===== src/rtl/sfpf_pkg.sv =====
// ----------------------------------------------------------------------------
// Sync frame parser package
// Shared types and constants of the sync-framed Fletcher deframer.
// ----------------------------------------------------------------------------
package sfpf_pkg;

  localparam int unsigned QueueDepthDefault = 4;

  localparam logic [7:0] SyncFirstReset  = 8'd147;
  localparam logic [7:0] SyncSecondReset = 8'd224;

  localparam logic CfgIdxSyncFirst  = 1'b0;
  localparam logic CfgIdxSyncSecond = 1'b1;

  typedef enum logic [6:0] {
    PhHunt    = 7'b000_0001,
    PhSync2   = 7'b000_0010,
    PhId      = 7'b000_0100,
    PhLength  = 7'b000_1000,
    PhPayload = 7'b001_0000,
    PhCkLow   = 7'b010_0000,
    PhCkHigh  = 7'b100_0000
  } phase_e;

  typedef enum logic [1:0] {
    KindPayload  = 2'd0,
    KindGood     = 2'd1,
    KindBadCheck = 2'd2,
    KindSyncErr  = 2'd3
  } kind_e;

  typedef struct packed {
    logic [15:0] error_total;
    logic [7:0]  byte_index;
    logic [7:0]  frame_length;
    logic [7:0]  frame_id;
    logic [7:0]  data_byte;
    kind_e       kind;
  } result_t;

  typedef struct packed {
    logic full;
    logic empty;
  } queue_status_t;

endpackage


===== src/rtl/sync_frame_parser_fletcher_unit.sv =====
// ----------------------------------------------------------------------------
// Sync frame parser with Fletcher checksum
// Deframes a received byte stream and reports payload bytes and verdicts.
// ----------------------------------------------------------------------------
// One received byte is taken per clock cycle whenever the result queue has
// room; the parser finishes each byte in the cycle it is accepted, so the
// sustained rate is one byte per cycle. A transaction caused by a byte is
// written into the result queue and then into the output register before it
// appears on the master side, and up to the queue depth plus one results can
// wait for the downstream side before the slave side stalls. The sync values
// are written through the configuration channel, which is always ready.
module sync_frame_parser_fletcher_unit import sfpf_pkg::*; #(
  parameter int unsigned QueueDepth = QueueDepthDefault
) (
  input  logic        clk_i,
  input  logic        rst_ni,
  input  logic        s_axis_tvalid_i,
  output logic        s_axis_tready_o,
  input  logic [7:0]  s_axis_tdata_i,   // [7:0] rx_byte
  output logic        m_axis_tvalid_o,
  input  logic        m_axis_tready_i,
  output logic [47:0] m_axis_tdata_o,   // [7:0] data_byte, [15:8] frame_id,
                                        // [23:16] frame_length, [31:24] byte_index,
                                        // [47:32] error_total
  output logic [1:0]  m_axis_tuser_o,   // [1:0] kind
  input  logic        cfg_valid_i,
  output logic        cfg_ready_o,
  input  logic        cfg_index_i,
  input  logic [7:0]  cfg_data_i
);

  queue_status_t q_status;
  logic          push;
  logic          pop;
  result_t       push_data;
  result_t       pop_data;

  sfpf_front u_front (
    .clk_i          (clk_i),
    .rst_ni         (rst_ni),
    .s_valid_i      (s_axis_tvalid_i),
    .s_ready_o      (s_axis_tready_o),
    .rx_byte_i      (s_axis_tdata_i),
    .cfg_valid_i    (cfg_valid_i),
    .cfg_ready_o    (cfg_ready_o),
    .cfg_index_i    (cfg_index_i),
    .cfg_data_i     (cfg_data_i),
    .queue_status_i (q_status),
    .push_o         (push),
    .push_data_o    (push_data)
  );

  sfpf_queue #(
    .Depth (QueueDepth)
  ) u_queue (
    .clk_i       (clk_i),
    .rst_ni      (rst_ni),
    .push_i      (push),
    .push_data_i (push_data),
    .pop_i       (pop),
    .pop_data_o  (pop_data),
    .status_o    (q_status)
  );

  sfpf_back u_back (
    .clk_i          (clk_i),
    .rst_ni         (rst_ni),
    .queue_status_i (q_status),
    .queue_data_i   (pop_data),
    .pop_o          (pop),
    .m_valid_o      (m_axis_tvalid_o),
    .m_ready_i      (m_axis_tready_i),
    .m_data_o       (m_axis_tdata_o),
    .m_user_o       (m_axis_tuser_o)
  );

endmodule


===== src/rtl/sfpf_front.sv =====
// ----------------------------------------------------------------------------
// Sync frame parser front end
// Accepts received bytes, tracks the frame phase and checksum, and queues
// the resulting transactions.
// ----------------------------------------------------------------------------
module sfpf_front import sfpf_pkg::*; (
  input  logic          clk_i,
  input  logic          rst_ni,
  input  logic          s_valid_i,
  output logic          s_ready_o,
  input  logic [7:0]    rx_byte_i,
  input  logic          cfg_valid_i,
  output logic          cfg_ready_o,
  input  logic          cfg_index_i,
  input  logic [7:0]    cfg_data_i,
  input  queue_status_t queue_status_i,
  output logic          push_o,
  output result_t       push_data_o
);

  phase_e      phase_q, phase_d;
  logic [7:0]  sync_first_q, sync_second_q;
  logic [7:0]  held_id_q, held_id_d;
  logic [7:0]  held_len_q, held_len_d;
  logic [7:0]  seen_q, seen_d;
  logic [7:0]  sum_lo_q, sum_lo_d;
  logic [7:0]  sum_hi_q, sum_hi_d;
  logic [7:0]  ck_lo_q, ck_lo_d;
  logic [15:0] err_q, err_d;
  logic        accept;
  logic        emit;
  logic        count_err;
  logic        good;
  logic [7:0]  lo_plus;
  logic [7:0]  seen_inc;

  assign s_ready_o   = ~queue_status_i.full;
  assign cfg_ready_o = 1'b1;
  assign accept      = s_valid_i & s_ready_o;
  assign lo_plus     = sum_lo_q + rx_byte_i;
  assign seen_inc    = seen_q + 8'd1;
  assign good        = (ck_lo_q == sum_lo_q) && (rx_byte_i == sum_hi_q);

  always_comb begin
    phase_d     = phase_q;
    held_id_d   = held_id_q;
    held_len_d  = held_len_q;
    seen_d      = seen_q;
    sum_lo_d    = sum_lo_q;
    sum_hi_d    = sum_hi_q;
    ck_lo_d     = ck_lo_q;
    emit        = 1'b0;
    count_err   = 1'b0;
    push_data_o = '0;
    unique case (phase_q)
      PhHunt: begin
        if (rx_byte_i == sync_first_q) phase_d = PhSync2;
      end
      PhSync2: begin
        if (rx_byte_i == sync_second_q) begin
          phase_d = PhId;
        end else if (rx_byte_i != sync_first_q) begin
          phase_d          = PhHunt;
          count_err        = 1'b1;
          emit             = 1'b1;
          push_data_o.kind = KindSyncErr;
        end
      end
      PhId: begin
        held_id_d = rx_byte_i;
        sum_lo_d  = rx_byte_i;
        sum_hi_d  = rx_byte_i;
        phase_d   = PhLength;
      end
      PhLength: begin
        held_len_d = rx_byte_i;
        sum_lo_d   = lo_plus;
        sum_hi_d   = sum_hi_q + lo_plus;
        seen_d     = '0;
        phase_d    = (rx_byte_i == 8'd0) ? PhCkLow : PhPayload;
      end
      PhPayload: begin
        sum_lo_d                 = lo_plus;
        sum_hi_d                 = sum_hi_q + lo_plus;
        seen_d                   = seen_inc;
        if (seen_inc == held_len_q) phase_d = PhCkLow;
        emit                     = 1'b1;
        push_data_o.kind         = KindPayload;
        push_data_o.data_byte    = rx_byte_i;
        push_data_o.frame_id     = held_id_q;
        push_data_o.frame_length = held_len_q;
        push_data_o.byte_index   = seen_q;
      end
      PhCkLow: begin
        ck_lo_d = rx_byte_i;
        phase_d = PhCkHigh;
      end
      PhCkHigh: begin
        count_err                = ~good;
        phase_d                  = PhHunt;
        emit                     = 1'b1;
        push_data_o.kind         = good ? KindGood : KindBadCheck;
        push_data_o.frame_id     = held_id_q;
        push_data_o.frame_length = held_len_q;
      end
      default: begin
        phase_d = PhHunt;
      end
    endcase
    err_d = (count_err && (err_q != 16'hFFFF)) ? err_q + 16'd1 : err_q;
    push_data_o.error_total = err_d;
  end

  assign push_o = accept & emit;

  always_ff @(posedge clk_i or negedge rst_ni) begin
    if (!rst_ni) begin
      phase_q       <= PhHunt;
      sync_first_q  <= SyncFirstReset;
      sync_second_q <= SyncSecondReset;
      held_id_q     <= '0;
      held_len_q    <= '0;
      seen_q        <= '0;
      sum_lo_q      <= '0;
      sum_hi_q      <= '0;
      ck_lo_q       <= '0;
      err_q         <= '0;
    end else begin
      if (cfg_valid_i) begin
        if (cfg_index_i == CfgIdxSyncFirst) sync_first_q <= cfg_data_i;
        if (cfg_index_i == CfgIdxSyncSecond) sync_second_q <= cfg_data_i;
      end
      if (accept) begin
        phase_q    <= phase_d;
        held_id_q  <= held_id_d;
        held_len_q <= held_len_d;
        seen_q     <= seen_d;
        sum_lo_q   <= sum_lo_d;
        sum_hi_q   <= sum_hi_d;
        ck_lo_q    <= ck_lo_d;
        err_q      <= err_d;
      end
    end
  end

  a_err_monotone: assert property (@(posedge clk_i) disable iff (!rst_ni)
    ##1 (err_q >= $past(err_q)))
    else $error("error counter decreased");

  a_payload_phase: assert property (@(posedge clk_i) disable iff (!rst_ni)
    (push_o && (push_data_o.kind == KindPayload)) |-> (phase_q == PhPayload))
    else $error("payload transaction outside the payload phase");

endmodule


===== src/rtl/sfpf_queue.sv =====
// ----------------------------------------------------------------------------
// Sync frame parser result queue
// Small first-in first-out queue between the parser and the output stage.
// ----------------------------------------------------------------------------
module sfpf_queue import sfpf_pkg::*; #(
  parameter int unsigned Depth = QueueDepthDefault
) (
  input  logic          clk_i,
  input  logic          rst_ni,
  input  logic          push_i,
  input  result_t       push_data_i,
  input  logic          pop_i,
  output result_t       pop_data_o,
  output queue_status_t status_o
);

  localparam int unsigned PtrW = (Depth > 1) ? $clog2(Depth) : 1;
  localparam int unsigned CntW = $clog2(Depth + 1);
  localparam logic [PtrW-1:0] LastPtr = PtrW'(Depth - 1);
  localparam logic [CntW-1:0] FullCnt = CntW'(Depth);

  result_t         mem_q [Depth];
  logic [PtrW-1:0] wr_ptr_q, rd_ptr_q;
  logic [CntW-1:0] count_q;

  assign status_o.full  = (count_q == FullCnt);
  assign status_o.empty = (count_q == '0);
  assign pop_data_o     = mem_q[rd_ptr_q];

  always_ff @(posedge clk_i) begin
    if (push_i) mem_q[wr_ptr_q] <= push_data_i;
  end

  always_ff @(posedge clk_i or negedge rst_ni) begin
    if (!rst_ni) begin
      wr_ptr_q <= '0;
      rd_ptr_q <= '0;
      count_q  <= '0;
    end else begin
      if (push_i) wr_ptr_q <= (wr_ptr_q == LastPtr) ? '0 : wr_ptr_q + PtrW'(1);
      if (pop_i) rd_ptr_q <= (rd_ptr_q == LastPtr) ? '0 : rd_ptr_q + PtrW'(1);
      if (push_i && !pop_i) begin
        count_q <= count_q + CntW'(1);
      end else if (pop_i && !push_i) begin
        count_q <= count_q - CntW'(1);
      end
    end
  end

  a_no_overflow: assert property (@(posedge clk_i) disable iff (!rst_ni)
    push_i |-> !status_o.full)
    else $error("push into a full queue");

  a_no_underflow: assert property (@(posedge clk_i) disable iff (!rst_ni)
    pop_i |-> !status_o.empty)
    else $error("pop from an empty queue");

  a_count_bound: assert property (@(posedge clk_i) disable iff (!rst_ni)
    count_q <= FullCnt)
    else $error("queue count beyond its depth");

endmodule


===== src/rtl/sfpf_back.sv =====
// ----------------------------------------------------------------------------
// Sync frame parser output stage
// Drains the result queue into a registered master-side stream.
// ----------------------------------------------------------------------------
module sfpf_back import sfpf_pkg::*; (
  input  logic          clk_i,
  input  logic          rst_ni,
  input  queue_status_t queue_status_i,
  input  result_t       queue_data_i,
  output logic          pop_o,
  output logic          m_valid_o,
  input  logic          m_ready_i,
  output logic [47:0]   m_data_o,
  output logic [1:0]    m_user_o
);

  logic    valid_q;
  result_t out_q;

  assign pop_o = ~queue_status_i.empty & (~valid_q | m_ready_i);

  always_ff @(posedge clk_i or negedge rst_ni) begin
    if (!rst_ni) begin
      valid_q <= 1'b0;
    end else if (~valid_q | m_ready_i) begin
      valid_q <= ~queue_status_i.empty;
    end
  end

  always_ff @(posedge clk_i) begin
    if (pop_o) out_q <= queue_data_i;
  end

  assign m_valid_o = valid_q;
  assign m_user_o  = out_q.kind;
  assign m_data_o  = {out_q.error_total, out_q.byte_index, out_q.frame_length,
                      out_q.frame_id, out_q.data_byte};

endmodule

===== config.mk =====
export PLATFORM = sky130hd
export DESIGN_NAME = sync_frame_parser_fletcher_unit
export DESIGN_NICKNAME = d
export VERILOG_FILES = /design/src/rtl/sfpf_pkg.sv /design/src/rtl/sync_frame_parser_fletcher_unit.sv /design/src/rtl/sfpf_front.sv /design/src/rtl/sfpf_queue.sv /design/src/rtl/sfpf_back.sv
export SDC_FILE = /design/constraint.sdc
export NUM_CORES = 1
export LEC_CHECK = 0
export BUFFER_PORTS_ARGS = -buffer_cell sky130_fd_sc_hd__buf_2
export CAP_MARGIN = 20
export CORE_ASPECT_RATIO = 2
export CORE_UTILIZATION = 61
export CTS_CLUSTER_DIAMETER = 200
export CTS_CLUSTER_SIZE = 28
export DETAILED_ROUTE_END_ITERATION = 6
export HOLD_SLACK_MARGIN = 0.02
export PLACE_DENSITY = 0.76
export SLEW_MARGIN = 10
export SYNTH_ARGS = -nofsm -noshare
export SYNTH_HDL_FRONTEND = slang
export SYNTH_SLANG_ARGS = --single-unit

===== constraint.sdc =====
create_clock -name clk_i -period 13.3 [get_ports clk_i]
set_clock_uncertainty 0.15 [all_clocks]
set_input_delay 0.665 -clock clk_i [delete_from_list [all_inputs] [get_ports clk_i]]
set_output_delay 0.665 -clock clk_i [all_outputs]
set_load 0.005 [all_outputs]

Word level (Yosys, flattened, before mapping):

Memory sizes are Yosys's and may differ from the RTL's. A register that Yosys moved wholly into a read port is not among the register bits.
Index checks and enable logic that the tools add are counted.

* equal/unequal tests: 20
* multiplexer cells: 27
* add/subtract/negate cells: 8
* bitwise gates (word level): 9
* reduce and logical (&&, ||, !) cells: 21

Operator list (count)
* one-hot mux 8 bit (2 select lines): 3
* one-hot mux 7 bit (6 select lines): 1
* equality test 8 bit: 5
* 2-to-1 mux 16 bit: 2
* 2-to-1 mux 7 bit: 4
* adder 16 x 1 -> 16 bit, second input constant: 1
* adder 8 bit: 2
* 2-to-1 mux 8 bit: 2
* != test 16 bit, second input constant: 1
* AND reduction 2 bit: 7
* 2-to-1 mux 2 bit: 5
* adder 8 x 1 -> 8 bit, second input constant: 1
* zero test 8 bit: 1
* != test 8 bit: 1
* equality test 7 x 1 -> 1 bit, second input constant: 1
* equality test 7 x 2 -> 1 bit, second input constant: 1
* equality test 7 x 3 -> 1 bit, second input constant: 1
* equality test 7 x 4 -> 1 bit, second input constant: 1
* equality test 7 x 5 -> 1 bit, second input constant: 1
* equality test 7 x 6 -> 1 bit, second input constant: 1
* equality test 7 bit, second input constant: 1
* 2-to-1 mux 3 bit: 2
* 2-to-1 mux 6 bit: 1
* nonzero test 2 bit: 3
* 18 further kinds: 36

* bits of input ports: 22
* output and inout bits: 53
* bits in writable memories: 200
* memories kept: 1
* register bits: 95

Memory list
* u_queue.mem_q: depth 4, bits a word 50, read ports 1, clocked after Yosys merged registers in 1, wr ports 1, RTL line sfpf_queue.sv:22 `result_t mem_q [Depth];`

Depth between registers and ports, before layout:

* depth in word-level cells: 9
* depth in mapped cells: 13
* mapped depth without buffers: 13

Cells and area by module:

From an unflattened synthesis, not the netlist that was laid out.

* cells, all modules: 892
* area, all modules: 14677.8 µm²

By module, submodules not included
* sfpf_queue: area each 7691.1 µm², times used 1, cells each 299, seq. area each 6180.9 µm²
* sfpf_front: area each 5435.2 µm², times used 1, cells each 538, seq. area each 2187.1 µm²
* sfpf_back: area each 1551.5 µm², times used 1, cells each 55, seq. area each 1526.5 µm²

Worst setup path before layout:

No wires, ideal clock.

* kind: input -> register
* start point: input m_axis_tready_i
* end point: register u_queue.count_q[1]
* path slack: 8.575 ns
* path buffers: 0
* stages on the path: 7
* arrival time: 4.451 ns
* cells stage by stage: inv_1 a21oi_1 inv_1 ha_1 inv_1 fa_1 mux2_2

* word-level cells in the longest chain between the ends: 5

Ends and longest elaborated chain
* start: declaration: RTL line sync_frame_parser_fletcher_unit.sv:21 `input logic m_axis_tready_i,`
* bitwise OR 1 bit *: RTL line sfpf_back.sv:20 `assign pop_o = ~queue_status_i.empty & (~valid_q | m_ready_i);`
* AND 1 bit *: RTL line sfpf_back.sv:20
* net pop: RTL line sync_frame_parser_fletcher_unit.sv:34 `logic pop;`
* zero test 1 bit: RTL line sfpf_queue.sv:42 `if (push_i && !pop_i) begin`
* logical AND 1 bit: RTL line sfpf_queue.sv:42
* 2-to-1 mux 3 bit / nonzero test 2 bit (equally long branches)
* end signal: assignment: RTL line sfpf_queue.sv:43 `count_q <= count_q + CntW'(1);`
* end signal: assignment: RTL line sfpf_queue.sv:45 `count_q <= count_q - CntW'(1);`
* end: declaration: RTL line sfpf_queue.sv:24 `logic [CntW-1:0] count_q;`

Mark *: on every way through the listed nets, which the timed path passes. The rest lies on a longest branch.
A chain may end at the register's enable or synchronous reset.

Final worst setup path:

* start point: register u_front.phase_q[2]
* end point: register u_front.sum_lo_q[7]

* word-level cells in the longest chain between the ends: 4

Ends and longest elaborated chain
* start: declaration: RTL line sfpf_front.sv:21 `phase_e phase_q, phase_d;`
* start signal: assignment: RTL line sfpf_front.sv:118 `phase_q <= PhHunt;`
* start signal: assignment: RTL line sfpf_front.sv:134 `phase_q <= phase_d;`
* equality test 7 x 4 -> 1 bit / equality test 7 x 5 -> 1 bit (equally long branches): RTL line sfpf_front.sv:55 `unique case (phase_q)`
* OR reduction 2 bit (no line)
* nonzero test 2 bit (no line)
* AND reduction 2 bit (no line)
* end signal: assignment: RTL line sfpf_front.sv:138 `sum_lo_q <= sum_lo_d;`
* end: declaration: RTL line sfpf_front.sv:26 `logic [7:0] sum_lo_q, sum_lo_d;`

Parallel ways exist; a longest one is shown, timed or not.

==> out/results.tsv <==
stage	metric	value	unit
status	status	complete, but fails checks	
status	violations	DRC	
clocking	clock-root-buffer	clkbuf_16	
worst_setup_path	max_stage_delay	0.74	ns
cells_and_area	n_fill_cell	1651	
synth	synth.top_cell.area_share	0.511	
cells_and_area	finish.utilization	0.668	
placed_design	dpl.hpwl	17.8	mm
synth	yosys.area.top_type	edfxtp_1	
synth	synthArstFlopShare	0.275	
power_and_ir_drop	power	2970	µW
timing	setup-violations-final	0	
synth	synth.area.top_cells	edfxtp_1 (51%), dfrtp_1 (15%), mux4_2 (7.7%), mux2_2 (3.7%), xnor2_1 (3.3%)	
job	drv_cap	0	
floorplanning	die_x	112	µm
cells_and_area	final_nets	1015	
timing	tightest_slew	0.806	ns
worst_setup_path	worst-path-buf-inv	1	
synth	syn-num-nets	952	
cells_and_area	multi_input_area	4570	µm²
power_and_ir_drop	vdd_ir_drop_max	0.147	mV
timing	tns	0	ns
clocking	clock_path_buffers	3	
global_routing	grt_max_degree	55	
synth	synth-edff-count	250	
floorplanning	die_h	221	µm
clocking	cts_tree	built	
worst_setup_path	cp_top_family	simple AND/OR/NAND/NOR gates	
drt	drtAntennaViolNets	0	
global_routing	grt.overflow.total	0	
timing	fin_crit_sh	0.248	
cells_and_area	drive_gt1_frac	0.238	
worst_setup_path	cp.required	13.56	ns
worst_setup_path	worstSetupStartpointType	flip-flop	
timing	timing.hold.ws	0.181	ns
drt	wire_per_inst	21.4	µm
synth	yosys_warnings	0	
synth	synth_area	14700	µm²
drt	drtIter0Drc	366	
worst_setup_path	worst-setup-path-type	flip-flop to flip-flop	
floorplanning	coreArea	23700	µm²
floorplanning	die-area	24700	µm²
floorplanning	top_level_ports	75	
power_and_ir_drop	p_per_area	187	nW/µm²
clocking	clk_latency	0.52	ns
clocking	htreeDepth	1	
synth	netlist_instances	904	
floorplanning	placementRows	80	
worst_setup_path	worst-path-max-fanout	22	
synth	synth.distinct_cells	66	
cells_and_area	seq_area	9900	µm²
synth	ys_seq_area_frac	0.674	
floorplanning	initial_utilization	0.619	
timing	period_needed	3.30	ns
clocking	clock_sinks	345	
drt	dr.pass1.iters	7	
clocking	clk_pin_slew	0.10	ns
synth	ys_seq_elements	345	
drt	vias	7592	
timing	grt_setup_unrepaired	false	
timing	fmax	303	MHz
worst_setup_path	critPathSlowestCell	and3_1	
cells_and_area	n_antenna_cell	0	
placed_design	place.gp.congestion	0.893	
timing	slew_viol_final	0	
global_routing	grt.total_usage	0.227	
placed_design	numPortBuffers	73	
drt	vias_per_cell	6.01	
power_and_ir_drop	power.leakage	0.00590	µW
timing	relSlewSlack	0.459	
drt	routed_wl	27.1	mm
clocking	post_cts_buffers	0	
global_routing	grt_pass1_wl	42.7	mm
synth	synth.avg_cell_area	16.2	µm²
drt	drc	8	
synth	synth-main-ff-cell	edfxtp_1	
worst_setup_path	worstPathArrival	3.57	ns
worst_hold_path	worstHoldPathType	primary input to flip-flop	
worst_setup_path	crit_chain	nor3_1 -> and3_1 -> o21ai_2 -> buf_4 -> nand2_1 -> o22ai_1 -> a311oi_1	
timing	hold_violations	0	
global_routing	antenna_found_initial	0	
clocking	cts_buffers	16	
global_routing	grt_pass1_vias	7963	
cells_and_area	area_delta_synth_final	7.91	%
worst_setup_path	endpoint_kind	flip-flop	
clocking	cts_resized	0	
## synth_stat cells (all sizes together) (2+ instances only)
master  number
edfxtp     250
dfrtp       87
xnor2       55
mux2        51
mux4        50
and2        38
nor2        38
xor2        34
nand3       29
nand2       26
buf         25
ha          23
a21oi       22
clkbuf      18
nand4       17
o21ai       14
and3        13
inv         12
nor3        10
a21o         8
dfstp        8
nor4         8
o22ai        6
mux2i        5
nand2b       4
nor2b        4
a211oi       3
a22o         3
fa           3
o211ai       3
o21a         3
o21bai       3
or2          3
a211o        2
and4b        2
nand3b       2
o221a        2
o22a         2
o31ai        2
o41ai        2
## power breakdown
group	total, µW	internal [µW]	switching, µW
Clock	557	246	311
Sequential	1520	1380	144
Combinational	892	438	454
Total	2970	2060	909
## cell families (layout without fill, tap and decap cells)
kind of cell             after synthesis  after routing  synth area share
other                                  1              1          0.000255
flip-flops                           345            345             0.674
adder cells (fa/ha/maj)               26             26            0.0237
XOR/XNOR                              89             89            0.0531
AO/OA/AOI/OAI                         82             82            0.0390
AND/OR/NAND/NOR                      200            200            0.0743
multiplexers                         106            106             0.120
buffers and inverters                 55            128            0.0164
## worst reg2reg max path, delay by kind of cell, from the launching register on
kind	cells	cell delay (ns)
buf+inv	1	0.23
flops	1	0.44
simple gates	3	1.84
compound gates	3	0.55
## repair_timing
| action | 4_1_cts | 5_1_grt |
|---|---|---|
| hold buffers | 1 | 0 |
| setup endpoints to repair | 0 | 0 |
| endpoints found under the hold margin | 31 | 0 |
## worst paths after layout
kind | startpoint | cells past startpoint | endpoint | slack, ns
setup reg to reg | u_front.phase_q[2] | 7 | u_front.sum_lo_q[7] | 10.0
hold / removal | m_axis_tready_i | 2 | u_back.m_valid_o | 0.18
setup / recovery | u_front.phase_q[2] | 7 | u_front.sum_lo_q[7] | 10.0
min in group asynchronous | rst_ni | 2 | u_front.err_q[9] | 0.53
hold reg to reg | u_queue.count_q[2] | 1 | u_queue.count_q[2] | 0.35
max in group asynchronous | rst_ni | 3 | u_front.sum_hi_q[2] | 11.33
## sequential cells by signal, summed over array words and instances (netlist names)
| name | count |
|---|---|
| u_back.m_data_o | 48 |
| u_back.m_user_o | 2 |
| u_back.m_valid_o | 1 |
| u_front.ck_lo_q | 8 |
| u_front.err_q | 16 |
| u_front.held_id_q | 8 |
| u_front.held_len_q | 8 |
| u_front.phase_q | 7 |
| u_front.seen_q | 8 |
| u_front.sum_hi_q | 8 |
| u_front.sum_lo_q | 8 |
| u_front.sync_first_q | 8 |
| u_front.sync_second_q | 8 |
| u_queue.count_q | 3 |
| u_queue.mem_q | 200 |
| u_queue.rd_ptr_q | 2 |
| u_queue.wr_ptr_q | 2 |
## cell type report
class	instances	share of cell area
clock buffer	27	0.0292
clock inverter	1	0.00126
inverter	12	0.00284
multi-input combinational	504	0.288
sequential	345	0.625
tap	287	0.0227
timing repair buffer	88	0.0313
## stage by stage
step	instance area, µm²	instances	worst slack, ns
6_report	15900	1264	10.0
5_1_grt	15900	1264	9.71
4_1_cts	15800	1263	10.0
3_5_place_dp	15300	1234	9.75
3_3_place_gp	15300	1234	9.79
2_1_floorplan	14700	904	8.57
## metal layers
layer	GRT usage	wire (µm)	up-vias
li1	-	-	3538
met1	0.253	9690	3888
met2	0.445	15900	124
met3	0.0159	656	42
met4	0.0837	788	0
met5	0	0	-
## cells in the final DEF, fill, tap and decap left out, drive strengths merged, types with 3 or more instances in the layout
cell type / n
o21a: 3
and2: 38
mux2i: 5
inv: 13
nand2: 26
and3: 13
o211ai: 3
a22o: 3
clkbuf: 27
mux2: 51
dfrtp: 87
buf: 87
dfstp: 8
fa: 3
a211oi: 3
mux4: 50
o22ai: 6
nor2: 38
a21o: 8
a21oi: 22
edfxtp: 250
o21bai: 3
nor2b: 4
ha: 23
xor2: 34
nand3: 29
nor3: 10
nand4: 17
nand2b: 4
nor4: 8
o21ai: 14
or2: 3
xnor2: 55
No activity file was read; power rests on OpenSTA's default activity.
